<file path="src/design/rct_pkg.sv">
`timescale 1ns / 1ps
// ----------------------------------------------------------------------------
// RNA codon translator package
// Base codes, the standard genetic code table and the lookup helpers.
// ----------------------------------------------------------------------------
package rct_pkg;

    typedef logic [7:0] char_t;
    typedef logic [2:0] base_code_t;
    typedef logic [1:0] codon_pos_t;
    typedef logic [5:0] codon_idx_t;

    localparam base_code_t BASE_A   = 3'd0;
    localparam base_code_t BASE_C   = 3'd1;
    localparam base_code_t BASE_G   = 3'd2;
    localparam base_code_t BASE_U   = 3'd3;
    localparam base_code_t BASE_BAD = 3'd4;

    localparam codon_pos_t POS_FIRST  = 2'd0;
    localparam codon_pos_t POS_SECOND = 2'd1;
    localparam codon_pos_t POS_THIRD  = 2'd2;

    localparam char_t STOP_CHAR = 8'h2A;
    localparam char_t NO_CHAR   = 8'h00;

    // Index is first*16 + second*4 + third with base order A, C, G, U.
    localparam logic [511:0] CODE_TABLE = {
        "KNKNTTTTRSRSIIMI",
        "QHQHPPPPRRRRLLLL",
        "EDEDAAAAGGGGVVVV",
        "*Y*YSSSS*CWCLFLF"
    };

    function automatic base_code_t base_code(input char_t ch);
        base_code_t code;
        case (ch)
            "A":     code = BASE_A;
            "C":     code = BASE_C;
            "G":     code = BASE_G;
            "U":     code = BASE_U;
            default: code = BASE_BAD;
        endcase
        return code;
    endfunction

    function automatic char_t codon_lookup(input codon_idx_t idx);
        logic [8:0] bit_pos;
        bit_pos = {(6'd63 - idx), 3'b000};
        return CODE_TABLE[bit_pos +: 8];
    endfunction

endpackage

</file>
<file path="src/design/rna_codon_translator_core.sv">
`timescale 1ns / 1ps
// ----------------------------------------------------------------------------
// RNA codon translator core
// Groups an ASCII RNA stream into codons and emits one-letter amino acids.
// ----------------------------------------------------------------------------
// One nucleotide is taken per cycle while the result register is free or being
// read. Each transaction passes an input register and then a result register.
// A stop codon silences the stream until the transaction marked last, which
// always produces exactly one result with end_of_protein set; the codon state
// then returns to its reset value.
module rna_codon_translator_core (
    input  logic             aclk,
    input  logic             aresetn,
    input  logic             s_valid,
    output logic             s_ready,
    input  rct_pkg::char_t   s_nucleotide,
    input  logic             s_last,
    output logic             m_valid,
    input  logic             m_ready,
    output rct_pkg::char_t   m_amino_acid,
    output logic             m_acid_valid,
    output logic             m_end_of_protein
);
    import rct_pkg::*;

    logic       in_valid_reg;
    char_t      in_nucleotide_reg;
    logic       in_last_reg;

    codon_pos_t pos_reg, pos_next;
    base_code_t first_reg, first_next;
    base_code_t second_reg, second_next;
    logic       stopped_reg, stopped_next;

    logic       out_valid_reg, out_valid_next;
    char_t      out_acid_reg, out_acid_next;
    logic       out_acid_valid_reg, out_acid_valid_next;
    logic       out_end_reg, out_end_next;

    logic       out_free;
    logic       advance;
    base_code_t code;
    char_t      acid;
    logic       have_acid;

    assign out_free = !out_valid_reg || m_ready;
    assign advance  = in_valid_reg && out_free;
    assign s_ready  = !in_valid_reg || out_free;

    assign code = base_code(in_nucleotide_reg);
    assign acid = codon_lookup({first_reg[1:0], second_reg[1:0], code[1:0]});

    always_comb begin
        pos_next            = pos_reg;
        first_next          = first_reg;
        second_next         = second_reg;
        stopped_next        = stopped_reg;
        have_acid           = 1'b0;
        out_valid_next      = out_valid_reg && !m_ready;
        out_acid_next       = out_acid_reg;
        out_acid_valid_next = out_acid_valid_reg;
        out_end_next        = out_end_reg;
        if (advance) begin
            if (!stopped_reg) begin
                case (pos_reg)
                    POS_FIRST: begin
                        first_next = code;
                        pos_next   = POS_SECOND;
                    end
                    POS_SECOND: begin
                        second_next = code;
                        pos_next    = POS_THIRD;
                    end
                    default: begin
                        pos_next = POS_FIRST;
                        if (first_reg != BASE_BAD && second_reg != BASE_BAD &&
                            code != BASE_BAD) begin
                            if (acid == STOP_CHAR) begin
                                stopped_next = 1'b1;
                            end else begin
                                have_acid = 1'b1;
                            end
                        end
                    end
                endcase
            end
            if (in_last_reg || have_acid) begin
                out_valid_next      = 1'b1;
                out_acid_next       = have_acid ? acid : NO_CHAR;
                out_acid_valid_next = have_acid;
                out_end_next        = in_last_reg;
            end
            if (in_last_reg) begin
                pos_next     = POS_FIRST;
                first_next   = BASE_A;
                second_next  = BASE_A;
                stopped_next = 1'b0;
            end
        end
    end

    always_ff @(posedge aclk) begin
        if (!aresetn) begin
            in_valid_reg  <= 1'b0;
            out_valid_reg <= 1'b0;
            pos_reg       <= POS_FIRST;
            first_reg     <= BASE_A;
            second_reg    <= BASE_A;
            stopped_reg   <= 1'b0;
        end else begin
            if (s_ready) begin
                in_valid_reg <= s_valid;
            end
            out_valid_reg <= out_valid_next;
            pos_reg       <= pos_next;
            first_reg     <= first_next;
            second_reg    <= second_next;
            stopped_reg   <= stopped_next;
        end
    end

    always_ff @(posedge aclk) begin
        if (s_valid && s_ready) begin
            in_nucleotide_reg <= s_nucleotide;
            in_last_reg       <= s_last;
        end
        out_acid_reg       <= out_acid_next;
        out_acid_valid_reg <= out_acid_valid_next;
        out_end_reg        <= out_end_next;
    end

    assign m_valid          = out_valid_reg;
    assign m_amino_acid     = out_acid_reg;
    assign m_acid_valid     = out_acid_valid_reg;
    assign m_end_of_protein = out_end_reg;

endmodule
</file>
<file path="config.mk">
export PLATFORM = sky130hd
export DESIGN_NAME = rna_codon_translator_core
export DESIGN_NICKNAME = d
export VERILOG_FILES = /design/src/design/rct_pkg.sv /design/src/design/rna_codon_translator_core.sv
export SDC_FILE = /design/constraint.sdc
export NUM_CORES = 1
export LEC_CHECK = 0
export ABC_CLOCK_PERIOD_IN_PS = 3940
export BUFFER_PORTS_ARGS = -buffer_cell sky130_fd_sc_hd__buf_2
export CAP_MARGIN = 5
export CORE_AREA = 3 3 56 58
export DETAILED_ROUTE_END_ITERATION = 7
export DIE_AREA = 0 0 59 61
export PLACE_DENSITY = 0.8
export SYNTH_ARGS = -nofsm -noshare
export SYNTH_HDL_FRONTEND = slang
export SYNTH_SLANG_ARGS = --single-unit
export TNS_END_PERCENT = 20
</file>
<file path="constraint.sdc">
create_clock -name aclk -period 3.94 [get_ports aclk]
set_input_delay 0.197 -clock aclk [delete_from_list [all_inputs] [get_ports aclk]]
set_output_delay 0.197 -clock aclk [all_outputs]
set_load 0.01 [all_outputs]
</file>
=== After elaboration in Yosys (flattened, before gate mapping) ===
Cells that the tools add are included.
Widths: inputs -> output; s select.

* Flip-flop bits (word level): 30
* Bits of input ports: 13
* Output and inout port bits: 12
* Logic and storage cells: 64

* $add $sub $neg: 1
* Equal/unequal tests: 10
* Shift-type cells: 1
* Mux-type cells: 22
* Reductions and logical operators: 19

{| class="wikitable"
|+ Operator list
! operator !! count
|-
| $shiftx 512x10->8 const A || 1
|-
| $eq 8x7->1 const B || 4
|-
| $mux 3 || 6
|-
| $mux 1 || 12
|-
| $pmux 3 s4 || 1
|-
| $ne 3x3->1 const B || 3
|-
| $eq 8x6->1 const B || 1
|-
| $reduce_and 3->1 || 2
|-
| $sub 6x6->6 const A || 1
|-
| $logic_and 1x1->1 || 5
|-
| $mux 2 || 2
|-
| $pmux 2 s2 || 1
|-
| $reduce_and 2->1 || 2
|-
| $reduce_bool 2->1 || 2
|-
| $logic_not 1->1 || 3
|-
| $logic_or 1x1->1 || 3
|-
| $eq 2x1->1 const B || 1
|-
| $logic_not 2->1 || 1
|-
| $ne 2x2->1 const B || 1
|-
| $reduce_or 2->1 || 1
|}

=== Depth between registers and ports, before layout ===
Gate-level depths: netlist of the first run.

* Depth after elaboration: 13
* Mapped depth: 8
* Depth with buffers taken out: 6

=== Worst setup path after synthesis of the first run ===
OpenSTA, ideal clock, no wires.

* Kind: flip-flop to flip-flop
* Start: register second_reg[0]
* End: register out_acid_valid_reg, in the netlist m_acid_valid (enable)
* Setup time: 0.378 ns
* Arrival: 2.215 ns
* Required time: 3.562 ns
* Setup slack: 1.347 ns
* Stages on the path, launching flop included: 9
* Buffers on the path: 2
* Clock period less this slack: 2.593 ns
* Path through: dfxtp_1 -> clkbuf_1 -> inv_1 -> ha_1 -> nand2_1 -> nand3_1 -> or4_4 -> buf_6 -> a21oi_1

* Word-level cells in the longest chain between the ends: 10
* Elaborated cells between the ends (all ways): 13
* Classes of those cells: add/sub (1); eq/ne (2); shift (1); mux (5); reduce/logical (4)

{| class="wikitable"
|+ Ends and longest elaborated chain
! element !! line !! RTL
|-
| from (decl) || rna_codon_translator_core.sv:32 || <nowiki>base_code_t second_reg, second_next;</nowiki>
|-
| from (signal assigned) || rna_codon_translator_core.sv:117 || <nowiki>second_reg <= second_next;</nowiki>
|-
| $sub 6x6->6 || rct_pkg.sv:48 || <nowiki>bit_pos = {(6'd63 - idx), 3'b000};</nowiki>
|-
| $shiftx 512x10->8 || rct_pkg.sv:49 || <nowiki>return CODE_TABLE[bit_pos +: 8];</nowiki>
|-
| $eq 8x6->1 || rna_codon_translator_core.sv:78 || <nowiki>if (acid == STOP_CHAR) begin</nowiki>
|-
| $mux 1 || rna_codon_translator_core.sv:78 ||
|-
| $mux 1 * || rna_codon_translator_core.sv:76 || <nowiki>if (first_reg != BASE_BAD && second_reg != BASE_BAD &&</nowiki>
|-
| $mux 1 * || rna_codon_translator_core.sv:65 || <nowiki>case (pos_reg)</nowiki>
|-
| $mux 1 * || rna_codon_translator_core.sv:64 || <nowiki>if (!stopped_reg) begin</nowiki>
|-
| $mux 1 * || rna_codon_translator_core.sv:63 || <nowiki>if (advance) begin</nowiki>
|-
| $logic_or 1x1->1 * || rna_codon_translator_core.sv:87 || <nowiki>if (in_last_reg || have_acid) begin</nowiki>
|-
| $reduce_and 2->1 (no source line) * || n/a ||
|-
| to (signal assigned) || rna_codon_translator_core.sv:128 || <nowiki>out_acid_valid_reg <= out_acid_valid_next;</nowiki>
|-
| to (decl) || rna_codon_translator_core.sv:37 || <nowiki>logic out_acid_valid_reg, out_acid_valid_next;</nowiki>
|}

Every way passes the cells marked *; elsewhere a longest branch is shown, timed or not. The select of a mux whose other input is x is not followed.
A chain may end at the register's enable or synchronous reset.

=== Worst setup path after layout of the first run ===
* Start: register in_nucleotide_reg[1]
* End: register out_acid_reg[2], in the netlist m_amino_acid[2] (enable)

* Word-level cells in the longest chain between the ends: 12
* Elaborated cells between the ends (all ways): 17
* Classes of those cells: add/sub (1); eq/ne (6); shift (1); mux (6); reduce/logical (3)

{| class="wikitable"
|+ Ends and longest elaborated chain
! element !! line !! RTL
|-
| from (decl) || rna_codon_translator_core.sv:27 || <nowiki>char_t in_nucleotide_reg;</nowiki>
|-
| from (signal assigned) || rna_codon_translator_core.sv:124 || <nowiki>in_nucleotide_reg <= s_nucleotide;</nowiki>
|-
| $eq 8x7->1 || rct_pkg.sv:36 || <nowiki>case (ch)</nowiki>
|-
| $pmux 3 s4 * || rct_pkg.sv:36 ||
|-
| $sub 6x6->6 || rct_pkg.sv:48 ||
|-
| $shiftx 512x10->8 || rct_pkg.sv:49 ||
|-
| $eq 8x6->1 || rna_codon_translator_core.sv:78 ||
|-
| $mux 1 || rna_codon_translator_core.sv:78 ||
|-
| $mux 1 * || rna_codon_translator_core.sv:76 ||
|-
| $mux 1 * || rna_codon_translator_core.sv:65 ||
|-
| $mux 1 * || rna_codon_translator_core.sv:64 ||
|-
| $mux 1 * || rna_codon_translator_core.sv:63 ||
|-
| $logic_or 1x1->1 * || rna_codon_translator_core.sv:87 ||
|-
| $reduce_and 2->1 (no source line) * || n/a ||
|-
| to (signal assigned) || rna_codon_translator_core.sv:127 || <nowiki>out_acid_reg <= out_acid_next;</nowiki>
|-
| to (decl) || rna_codon_translator_core.sv:36 || <nowiki>char_t out_acid_reg, out_acid_next;</nowiki>
|}

Marked as above.

==> reports/metrics.yaml, run 1 <==
status: "complete, no violations"
cts_tree: "yes"
clock_sinks: 29
numCtsBuffers: 5
rrSetupSlack_ps: 1160
fin_ws_ps: 1160
fmax_mhz: 360
grt_start_max_net_pins: 14
ant_nets: 0
synthCells: 157
worstSetupEndpointType: "register"
fin_skew_ps: 4.14
critPathLaunchType: "register"
cap_violations: 0
grt_usage_pct: 19.4
rsz0062_at_grt: "false"
path_cells: "and3b_1, a31oi_1, and3_1, or4_4, a21oi_1"
avgSynthCellArea_sq_um: 10.0
synth-seq-area-share_pct: 48.3
fin_nets: 198
clock_latency_ps: 320
antenna_cells_inserted: 0
p_per_area_mw_per_mm2: 349
critical_path_class: "reg2reg"
antenna_found_initial: 0
min_period_ps: 2780
setup_violations: 0
vias: 1300
power_w: 0.000612
period_share_pct: 70.5
die_y_um: 61
gp_congestion: 0.920
dp.cells: 205
core_area_sq_mm: 0.00271
cts_hold_buf: 0
htreeDepth: 2
cts_root_buf: "clkbuf_4"
crit_arrival_ps: 2740
overflow: 0
yosysWarnings: 0
drtPass1Iterations: 5
cts_buffer_depth: 2
io_pins: 25
die_width_um: 59
first_iter_violations: 82
post_cts_buffers: 0
grt_pass1_vias: 1213
hold_class: "in2reg"
irDropWorstVdd_mv: 0.276
start_util_pct: 58.1
die_area_sq_mm: 0.00360
leakagePower_nw: 0.650
fin_cells: 213
area_growth_pct: 11.2
grt_pass1_wl_mm: 5.19
dp_hpwl_mm: 2.35
placed_area_sq_mm: 0.00168
syn_area_sq_mm: 0.00158
rows: 19
hold_viol_final: 0
ys_async_sr_fraction_pct: 0
synth_edf_count: 18
place_worst_setup_slack_ps: 1160
critical_path_required_ps: 3900
wl_per_cell_um: 14.9
wirelength_mm: 3.17
slowest_stage: "a21oi_1"
worstMarginPinSlew_ps: 806
drv_slew: 0
final_area_sq_mm: 0.00175
clkTransAtPathRegs_ps: 90
viasPerCell: 6.10
max_slew_margin_pct: 46.2
critPathMaxStageDelay_ps: 680
drc_errors: 0
largest_register_ffs: 8
synth_ff_type: "edfxtp_1"
cts_resized: 0
layout-drive-gt1-share_pct: 20.9
port_buffers: 23
tns_ps: 0
synth_cell_types: 46
path_max_fanout: 9
ys_ff_latch: 29
[worst max-delay path: cells and delay by family, from the launching register on]
family             cells  cell delay [ps]
DFF                    1              470
AOI/OAI and AO/OA      2              790
and+or+nand+nor        3             1150
[cells by family after synthesis]
logic type	Yosys count	share of synthesized area [%]
adders and majority gates	4	3.18
DFF	29	48.3
buffers and inverters	18	6.20
xor gates and xnor gates	1	0.556
AOI/OAI and AO/OA	44	19.5
other	1	0.238
and+or+nand+nor	60	22.1
[worst paths after layout]
path                   startpoint                    to  cells past startpoint
max          in_nucleotide_reg[1]       m_amino_acid[2]                      5
min reg2reg          first_reg[2]          first_reg[2]                      2
min               s_nucleotide[7]  in_nucleotide_reg[7]                      1
max reg2reg  in_nucleotide_reg[1]       m_amino_acid[2]                      5
[cells in the mapped netlist (all sizes together) (2+ instances only)]
library cell	instances	share of area, %
nand2b	2	0.79
nor2b	9	3.6
a21boi	2	0.95
ha	4	3.2
inv	11	2.6
and4bb	2	1.6
a22oi	3	1.4
nor3b	3	1.4
a211oi	3	1.4
buf	4	2.2
nor4	3	1.2
o21ai	9	2.9
nand3	5	1.6
a21oi	9	2.9
nor2	10	2.4
nand4	2	0.79
edfxtp	18	34
dfxtp	11	14
nor3	5	1.9
a31oi	6	2.4
o211ai	4	2.2
clkbuf	3	1.4
or4	2	1.2
nand2	10	2.4
and2	3	1.2
[per-stage QoR]
step / utilization (%) / hold slack, ps
2_1_floorplan: - / 296
3_3_place_gp: 61.9 / 373
3_5_place_dp: 61.9 / 375
4_1_cts: 64.6 / 35.9
5_1_grt: 64.6 / 20.4
6_report: 64.6 / 39.1
[cells in the final DEF (no fill, tap or decap), drive strengths merged, types with 6 or more instances in the layout]
cell and count:
edfxtp 18, o21ai 9, clkbuf 6, dfxtp 11
nor2b 9, a31oi 6, nor2 10, a21oi 9
buf 23, inv 11, nand2 10
[layer usage]
layer / up-vias / GRT usage, % / wire [um]
met5: - / 0 / 0
met4: 0 / 9.39 / 31
met2: 62 / 32.2 / 1530
li1: 631 / - / -
met3: 4 / 5.74 / 262
met1: 603 / 23.2 / 1340
[power breakdown]
part	leakage [nW]	switching, W	internal (W)	total [W]
clock network	0.0399	0.000102	0.000132	0.000233
logic	0.354	0.0000216	0.0000162	0.0000378
registers	0.256	0.00000818	0.000333	0.000341
[cell type report]
cell class	count	area, sq um
fill	222	958
timing repair buffer	23	115
tap	31	38.8
clock inverter	2	33.8
clock buffer	6	41.3
multi-input combinational	111	721
inverter	11	41.3
sequential	29	761
Power figures use the tool's default switching activity.
==> run 2, diff against run 1 <==
--- a/config.mk
+++ b/config.mk
@@ -5,13 +5,13 @@
 export SDC_FILE = /design/constraint.sdc
 export NUM_CORES = 1
 export LEC_CHECK = 0
-export ABC_CLOCK_PERIOD_IN_PS = 3940
+export ABC_CLOCK_PERIOD_IN_PS = 2660
 export BUFFER_PORTS_ARGS = -buffer_cell sky130_fd_sc_hd__buf_2
 export CAP_MARGIN = 5
-export CORE_AREA = 3 3 56 58
+export CORE_AREA = 3 3 58 60
 export DETAILED_ROUTE_END_ITERATION = 7
-export DIE_AREA = 0 0 59 61
-export PLACE_DENSITY = 0.8
+export DIE_AREA = 0 0 61 63
+export PLACE_DENSITY = 0.75
 export SYNTH_ARGS = -nofsm -noshare
 export SYNTH_HDL_FRONTEND = slang
 export SYNTH_SLANG_ARGS = --single-unit
==> constraint.sdc (replaced) <==
create_clock -name aclk -period 2.66 [get_ports aclk]
set_input_delay 0.133 -clock aclk [delete_from_list [all_inputs] [get_ports aclk]]
set_output_delay 0.133 -clock aclk [all_outputs]
set_load 0.01 [all_outputs]
==> reports/metrics.yaml, run 2 (same netlist as run 1, synthesis figures left out) <==
dr_wl_met3_um: 156  # was 262 um
drc_errors: 0  # unchanged
drv_slew: 0  # unchanged
fin_cells: 228  # was 213
largest_register_ffs: 8  # unchanged
status: "complete, no violations"  # unchanged
vias: 1302  # was 1300
die_y_um: 63  # was 61 um
rows: 20  # was 19
grt_pass1_wl_mm: 5.39  # was 5.19 mm
clock_sinks: 29  # unchanged
grt_pass1_vias: 1242  # was 1213
wirelength_mm: 3.19  # was 3.17 mm
setup_violations: 0  # unchanged
start_util_pct: 52.9  # was 58.1%
gp_congestion: 0.974  # was 0.920
crit_arrival_ps: 2430  # was 2740 ps
path_cells: "and3b_1, a31oi_1, and3_1, or4_4, a21oi_1, buf_4"  # was and3b_1, a31oi_1, and3_1, or4_4, a21oi_1
die_width_um: 61  # was 59 um
antenna_found_initial: 0  # unchanged
clock_latency_ps: 320  # about the same
crit_family: "simple AND/OR/NAND/NOR gates"  # unchanged
hold_class: "in2reg"  # unchanged
numCtsBuffers: 5  # unchanged
io_pins: 25  # unchanged
critPathLaunchType: "register"  # unchanged
final_cell_mix: "23 x buf_2, 18 x edfxtp_1, 11 x inv_1, 11 x dfxtp_1"  # unchanged
overflow: 0  # unchanged
htreeDepth: 2  # unchanged
critPathMaxStageDelay_ps: 570  # was 680 ps
worstSetupEndpointType: "register"  # unchanged
cts_tree: "yes"  # unchanged
r2r_start: "in_nucleotide_reg[1]"  # unchanged
worstMarginPinSlew_ps: 678  # was 806 ps
highest_layer: "met4"  # unchanged
fin_skew_ps: 5.28  # was 4.14 ps
startpoint: "in_nucleotide_reg[1]"  # unchanged
post_cts_buffers: 0  # unchanged
dp_hpwl_mm: 2.31  # was 2.35 mm
fillers: 234  # was 222
seqPwrFrac_pct: 59.8  # was 55.7%
critical_path_class: "reg2reg"  # unchanged
fin_nets: 211  # was 198
viasPerCell: 5.71  # was 6.10
crit_buf_inv: 1  # was 0
clkTransAtPathRegs_ps: 90  # about the same
rsz0062_at_grt: "false"  # unchanged
hold_viol_final: 0  # unchanged
max_slew_margin_pct: 54.4  # was 46.2%
min_period_ps: 2400  # was 2780 ps
slowest_stage: "or4_4"  # was a21oi_1
fmax_mhz: 417  # was 360 MHz
swShare_pct: 22.2  # was 21.5%
die_area_sq_mm: 0.00384  # was 0.00360 sq mm
pwr-share-clk_pct: 32.2  # was 38.1%
final_common_cell: "buf_2"  # unchanged
route.met2.wl_mm: 1.57  # was 1.53 mm
core_area_sq_mm: 0.00298  # was 0.00271 sq mm
p_int_w: 0.000656  # was 0.000481 W
area_growth_pct: 18.0  # was 11.2%
layout-drive-gt1-share_pct: 21.5  # was 20.9%
period_share_pct: 90.2  # was 70.5%
path_max_fanout: 9  # unchanged
hold_start: "s_valid"  # was s_nucleotide[7]
tns_ps: 0  # unchanged
critical_path_required_ps: 2690  # was 3900 ps
leakagePower_nw: 0.700  # was 0.650 nW
antenna_cells_inserted: 0  # unchanged
wl_per_cell_um: 14.0  # was 14.9 um
first_iter_violations: 29  # was 82
port_buffers: 23  # unchanged
grt_usage_pct: 18.5  # was 19.4%
cts_buffer_depth: 2  # unchanged
dp.cells: 211  # was 205
met1_length_mm: 1.40  # was 1.34 mm
p_per_area_mw_per_mm2: 454  # was 349 mW/mm^2
irDropWorstVdd_mv: 0.255  # was 0.276 mV
cap_violations: 0  # unchanged
comb_power_share_pct: 8.0  # was 6.2%
drtPass1Iterations: 4  # was 5
cts_root_buf: "clkbuf_4"  # unchanged
ant_nets: 0  # unchanged
grt_start_max_net_pins: 12  # was 14
netSwitchingPower_w: 0.000188  # was 0.000131 W
-- run 2: per-stage QoR --
| stage | power, W | area [sq um] | worst slack [ps] | hold WS (ps) | util, % |
|---|---|---|---|---|---|
| after global routing | 0.000880 | 1860 | 116 | 65.3 | 62.4 |
| after floorplan | 0.000550 | 1580 | 67.0 | 232 | - |
| final | 0.000844 | 1860 | 261 | 53.3 | 62.4 |
| after global placement | 0.000569 | 1710 | 372 | 309 | 57.4 |
| after CTS | 0.000849 | 1860 | 273 | 42.7 | 62.4 |
| after detailed placement | 0.000571 | 1710 | 285 | 311 | 57.4 |
-- run 2: power by group through the flow --
| stage | clock network, W | logic [W] | registers [W] |
|---|---|---|---|
| CTS | 0.000278 | 0.0000665 | 0.000505 |
| detailed placement | 0 | 0.0000565 | 0.000515 |
| finish | 0.000272 | 0.0000672 | 0.000505 |
| floorplan | 0 | 0.0000358 | 0.000515 |
| global placement | 0 | 0.0000551 | 0.000513 |
| global route | 0.000298 | 0.0000755 | 0.000507 |
-- run 2: layer usage --
layer / up-vias / track usage (%)
met1: 596 / 22.0
met4: 0 / 7.05
met2: 40 / 30.2
met5: - / 0
met3: 7 / 5.99
li1: 659 / -
-- run 2: cell type report --
| class | count | area (sq um) | share of cell area [%] |
|---|---|---|---|
| Clock buffer | 8 | 58.8 | 3.16 |
| Inverter | 11 | 41.3 | 2.22 |
| Multi-Input combinational cell | 111 | 721 | 38.8 |
| Sequential cell | 29 | 761 | 40.9 |
| Tap cell | 33 | 41.3 | 2.22 |
| Timing Repair Buffer | 36 | 235 | 12.7 |
-- run 2: worst register-to-register path: stages (launching register included) --
cell      delay [ps]
edfxtp_1         470
and3b_1          390
a31oi_1          110
and3_1           200
or4_4            570
a21oi_1          180
buf_4            190
-- run 2: worst paths after layout --
kind / endpoint / slack (ps) / cells past startpoint
min: in_valid_reg / 50 / 3
min reg2reg: first_reg[2] / 480 / 2
max: m_amino_acid[5] / 260 / 6
max reg2reg: m_amino_acid[5] / 260 / 6
-- run 2: timing repair --
action / 4_1_cts / 5_1_grt
hold endpoints to repair: 9 / 0
hold buffers: 9 / 0
resized for setup: 0 / 0
endpoints found under the setup margin: 0 / 0
==> run 3, diff against run 2 <==
--- a/config.mk
+++ b/config.mk
@@ -8,9 +8,9 @@
 export ABC_CLOCK_PERIOD_IN_PS = 2660
 export BUFFER_PORTS_ARGS = -buffer_cell sky130_fd_sc_hd__buf_2
 export CAP_MARGIN = 5
-export CORE_AREA = 3 3 58 60
+export CORE_AREA = 2 2 57 59
 export DETAILED_ROUTE_END_ITERATION = 7
-export DIE_AREA = 0 0 61 63
+export DIE_AREA = 0 0 59 61
 export PLACE_DENSITY = 0.75
 export SYNTH_ARGS = -nofsm -noshare
 export SYNTH_HDL_FRONTEND = slang
==> reports/metrics.yaml, run 3 (same netlist as run 1, synthesis figures left out) <==
crit_arrival_ps: 2430  # about the same
overflow: 0  # unchanged
p_per_area_mw_per_mm2: 490  # was 454 mW/mm^2
worstMarginPinSlew_ps: 638  # was 678 ps
wirelength_mm: 3.09  # was 3.19 mm
period_share_pct: 88.9  # was 90.2%
hold_end: "in_valid_reg"  # unchanged
path_max_fanout: 7  # was 9
clock_sinks: 29  # unchanged
antenna_found_initial: 0  # unchanged
die_y_um: 61  # was 63 um
cts_hold_buf: 9  # unchanged
grt_pass1_vias: 1229  # was 1242
slowest_stage: "nor3b_1"  # was or4_4
cts_root_buf: "clkbuf_4"  # unchanged
area_growth_pct: 19.2  # was 18.0%
fillers: 253  # was 234
critPathLaunchType: "register"  # unchanged
critical_path_required_ps: 2720  # was 2690 ps
port_buffers: 23  # unchanged
htreeDepth: 2  # unchanged
power_w: 0.000921  # was 0.000844 W
drc_errors: 0  # unchanged
fin_nets: 211  # unchanged
min_period_ps: 2370  # was 2400 ps
fin_skew_ps: 8.09  # was 5.28 ps
whs_path_depth: 3  # unchanged
post_cts_buffers: 0  # unchanged
fmax_mhz: 423  # was 417 MHz
rr_worst_depth: 5  # was 6
layout-drive-gt1-share_pct: 22.1  # was 21.5%
antenna_cells_inserted: 0  # unchanged
critPathMaxStageDelay_ps: 540  # was 570 ps
first_iter_violations: 39  # was 29
gp_congestion: 0.913  # was 0.974
largest_register_ffs: 8  # unchanged
irDropWorstVdd_mv: 0.319  # was 0.255 mV
start_util_pct: 53.3  # was 52.9%
die_width_um: 59  # was 61 um
die_area_sq_mm: 0.00360  # was 0.00384 sq mm
worstSetupEndpointType: "register"  # unchanged
cap_violations: 0  # unchanged
core_area_sq_mm: 0.00295  # was 0.00298 sq mm
critical_path_class: "reg2reg"  # unchanged
rsz0062_at_grt: "false"  # unchanged
path_cells: "nor3b_1, o211ai_2, a21oi_1, o21ai_0, a2111oi_0"  # was and3b_1, a31oi_1, and3_1, or4_4, a21oi_1, buf_4
max_slew_margin_pct: 57.1  # was 54.4%
final_cell_mix: "23 x buf_2, 18 x edfxtp_1, 11 x inv_1, 11 x dfxtp_1"  # unchanged
grt_pass1_wl_mm: 5.21  # was 5.39 mm
wl_per_cell_um: 13.5  # was 14.0 um
ant_nets: 0  # unchanged
tns_ps: 0  # unchanged
r2r_start: "in_nucleotide_reg[4]"  # was in_nucleotide_reg[1]
io_pins: 25  # unchanged
cts_tree: "yes"  # unchanged
leakagePower_nw: 0.706  # was 0.700 nW
rows: 20  # unchanged
grt_start_max_net_pins: 12  # unchanged
setup_violations: 0  # unchanged
cts_resized: 0  # unchanged
rrSetupSlack_ps: 290  # was 260 ps
vias: 1307  # was 1302
clock_latency_ps: 330  # was 320 ps
r2r-end: "m_amino_acid[0]"  # was m_amino_acid[5]
clkTransAtPathRegs_ps: 100  # was 90 ps
viasPerCell: 5.73  # was 5.71
numCtsBuffers: 5  # unchanged
status: "complete, no violations"  # unchanged
drv_slew: 0  # unchanged
hold_class: "in2reg"  # unchanged
hold_start: "s_valid"  # unchanged
drtPass1Iterations: 4  # unchanged
hold_viol_final: 0  # unchanged
dp_hpwl_mm: 2.25  # was 2.31 mm
final_common_cell: "buf_2"  # unchanged
grt_usage_pct: 19.3  # was 18.5%
cts_buffer_depth: 2  # unchanged
run 3: per-stage QoR:
| stage | hold WS [ps] | setup WS (ps) | instance area (sq um) | std cells | utilization [%] |
|---|---|---|---|---|---|
| 2_1_floorplan | 232 | 67.0 | 1580 | 158 | - |
| 3_3_place_gp | 310 | 367 | 1710 | 211 | 57.9 |
| 3_5_place_dp | 311 | 308 | 1710 | 211 | 57.9 |
| 4_1_cts | 36.0 | 277 | 1880 | 228 | 63.6 |
| 5_1_grt | 72.0 | 147 | 1880 | 228 | 63.6 |
| 6_report | 35.3 | 294 | 1880 | 228 | 63.6 |
run 3: area by class of cell:
| cell class | count | area [sq um] | area share (%) |
|---|---|---|---|
| sequential | 29 | 761 | 40.5 |
| multi-input combinational | 111 | 721 | 38.4 |
| timing repair buffer | 36 | 235 | 12.5 |
| clock inverter | 3 | 41.3 | 2.20 |
| inverter | 11 | 41.3 | 2.20 |
| tap | 33 | 41.3 | 2.20 |
| clock buffer | 5 | 37.5 | 2.00 |
run 3: metal layers:
| metal | track usage [%] | vias up | share of wire, % |
|---|---|---|---|
| met3 | 5.54 | 8 | 4.9 |
| met2 | 36.0 | 36 | 50 |
| met4 | 6.17 | 0 | 1.9 |
| met5 | 0 | - | 0 |
| li1 | - | 663 | - |
| met1 | 21.2 | 600 | 43 |
run 3: worst max path at each step:
stage                              start              end  slack (ps)  depth (start not counted)
floorplan                  second_reg[0]     m_acid_valid          70                          8
global placement    in_nucleotide_reg[1]  m_amino_acid[2]         370                          6
detailed placement  in_nucleotide_reg[1]  m_amino_acid[2]         310                          6
CTS                 in_nucleotide_reg[4]  m_amino_acid[0]         280                          5
global route        in_nucleotide_reg[2]  m_amino_acid[0]         150                          5
finish              in_nucleotide_reg[4]  m_amino_acid[0]         290                          5
run 3: worst max-delay path, delay by kind of cell, from the launching register on:
kind / cells / cell delay [ps]
AOI/OAI and AO/OA: 4 / 1070
and+or+nand+nor: 1 / 540
DFF: 1 / 480
run 3: report_power, final:
group | total [W] | switching, W | internal, W
clock | 0.000350 | 0.000156 | 0.000194
sequential | 0.000504 | 0.0000118 | 0.000493
combinational | 0.0000664 | 0.0000331 | 0.0000333
total | 0.000921 | 0.000201 | 0.000720
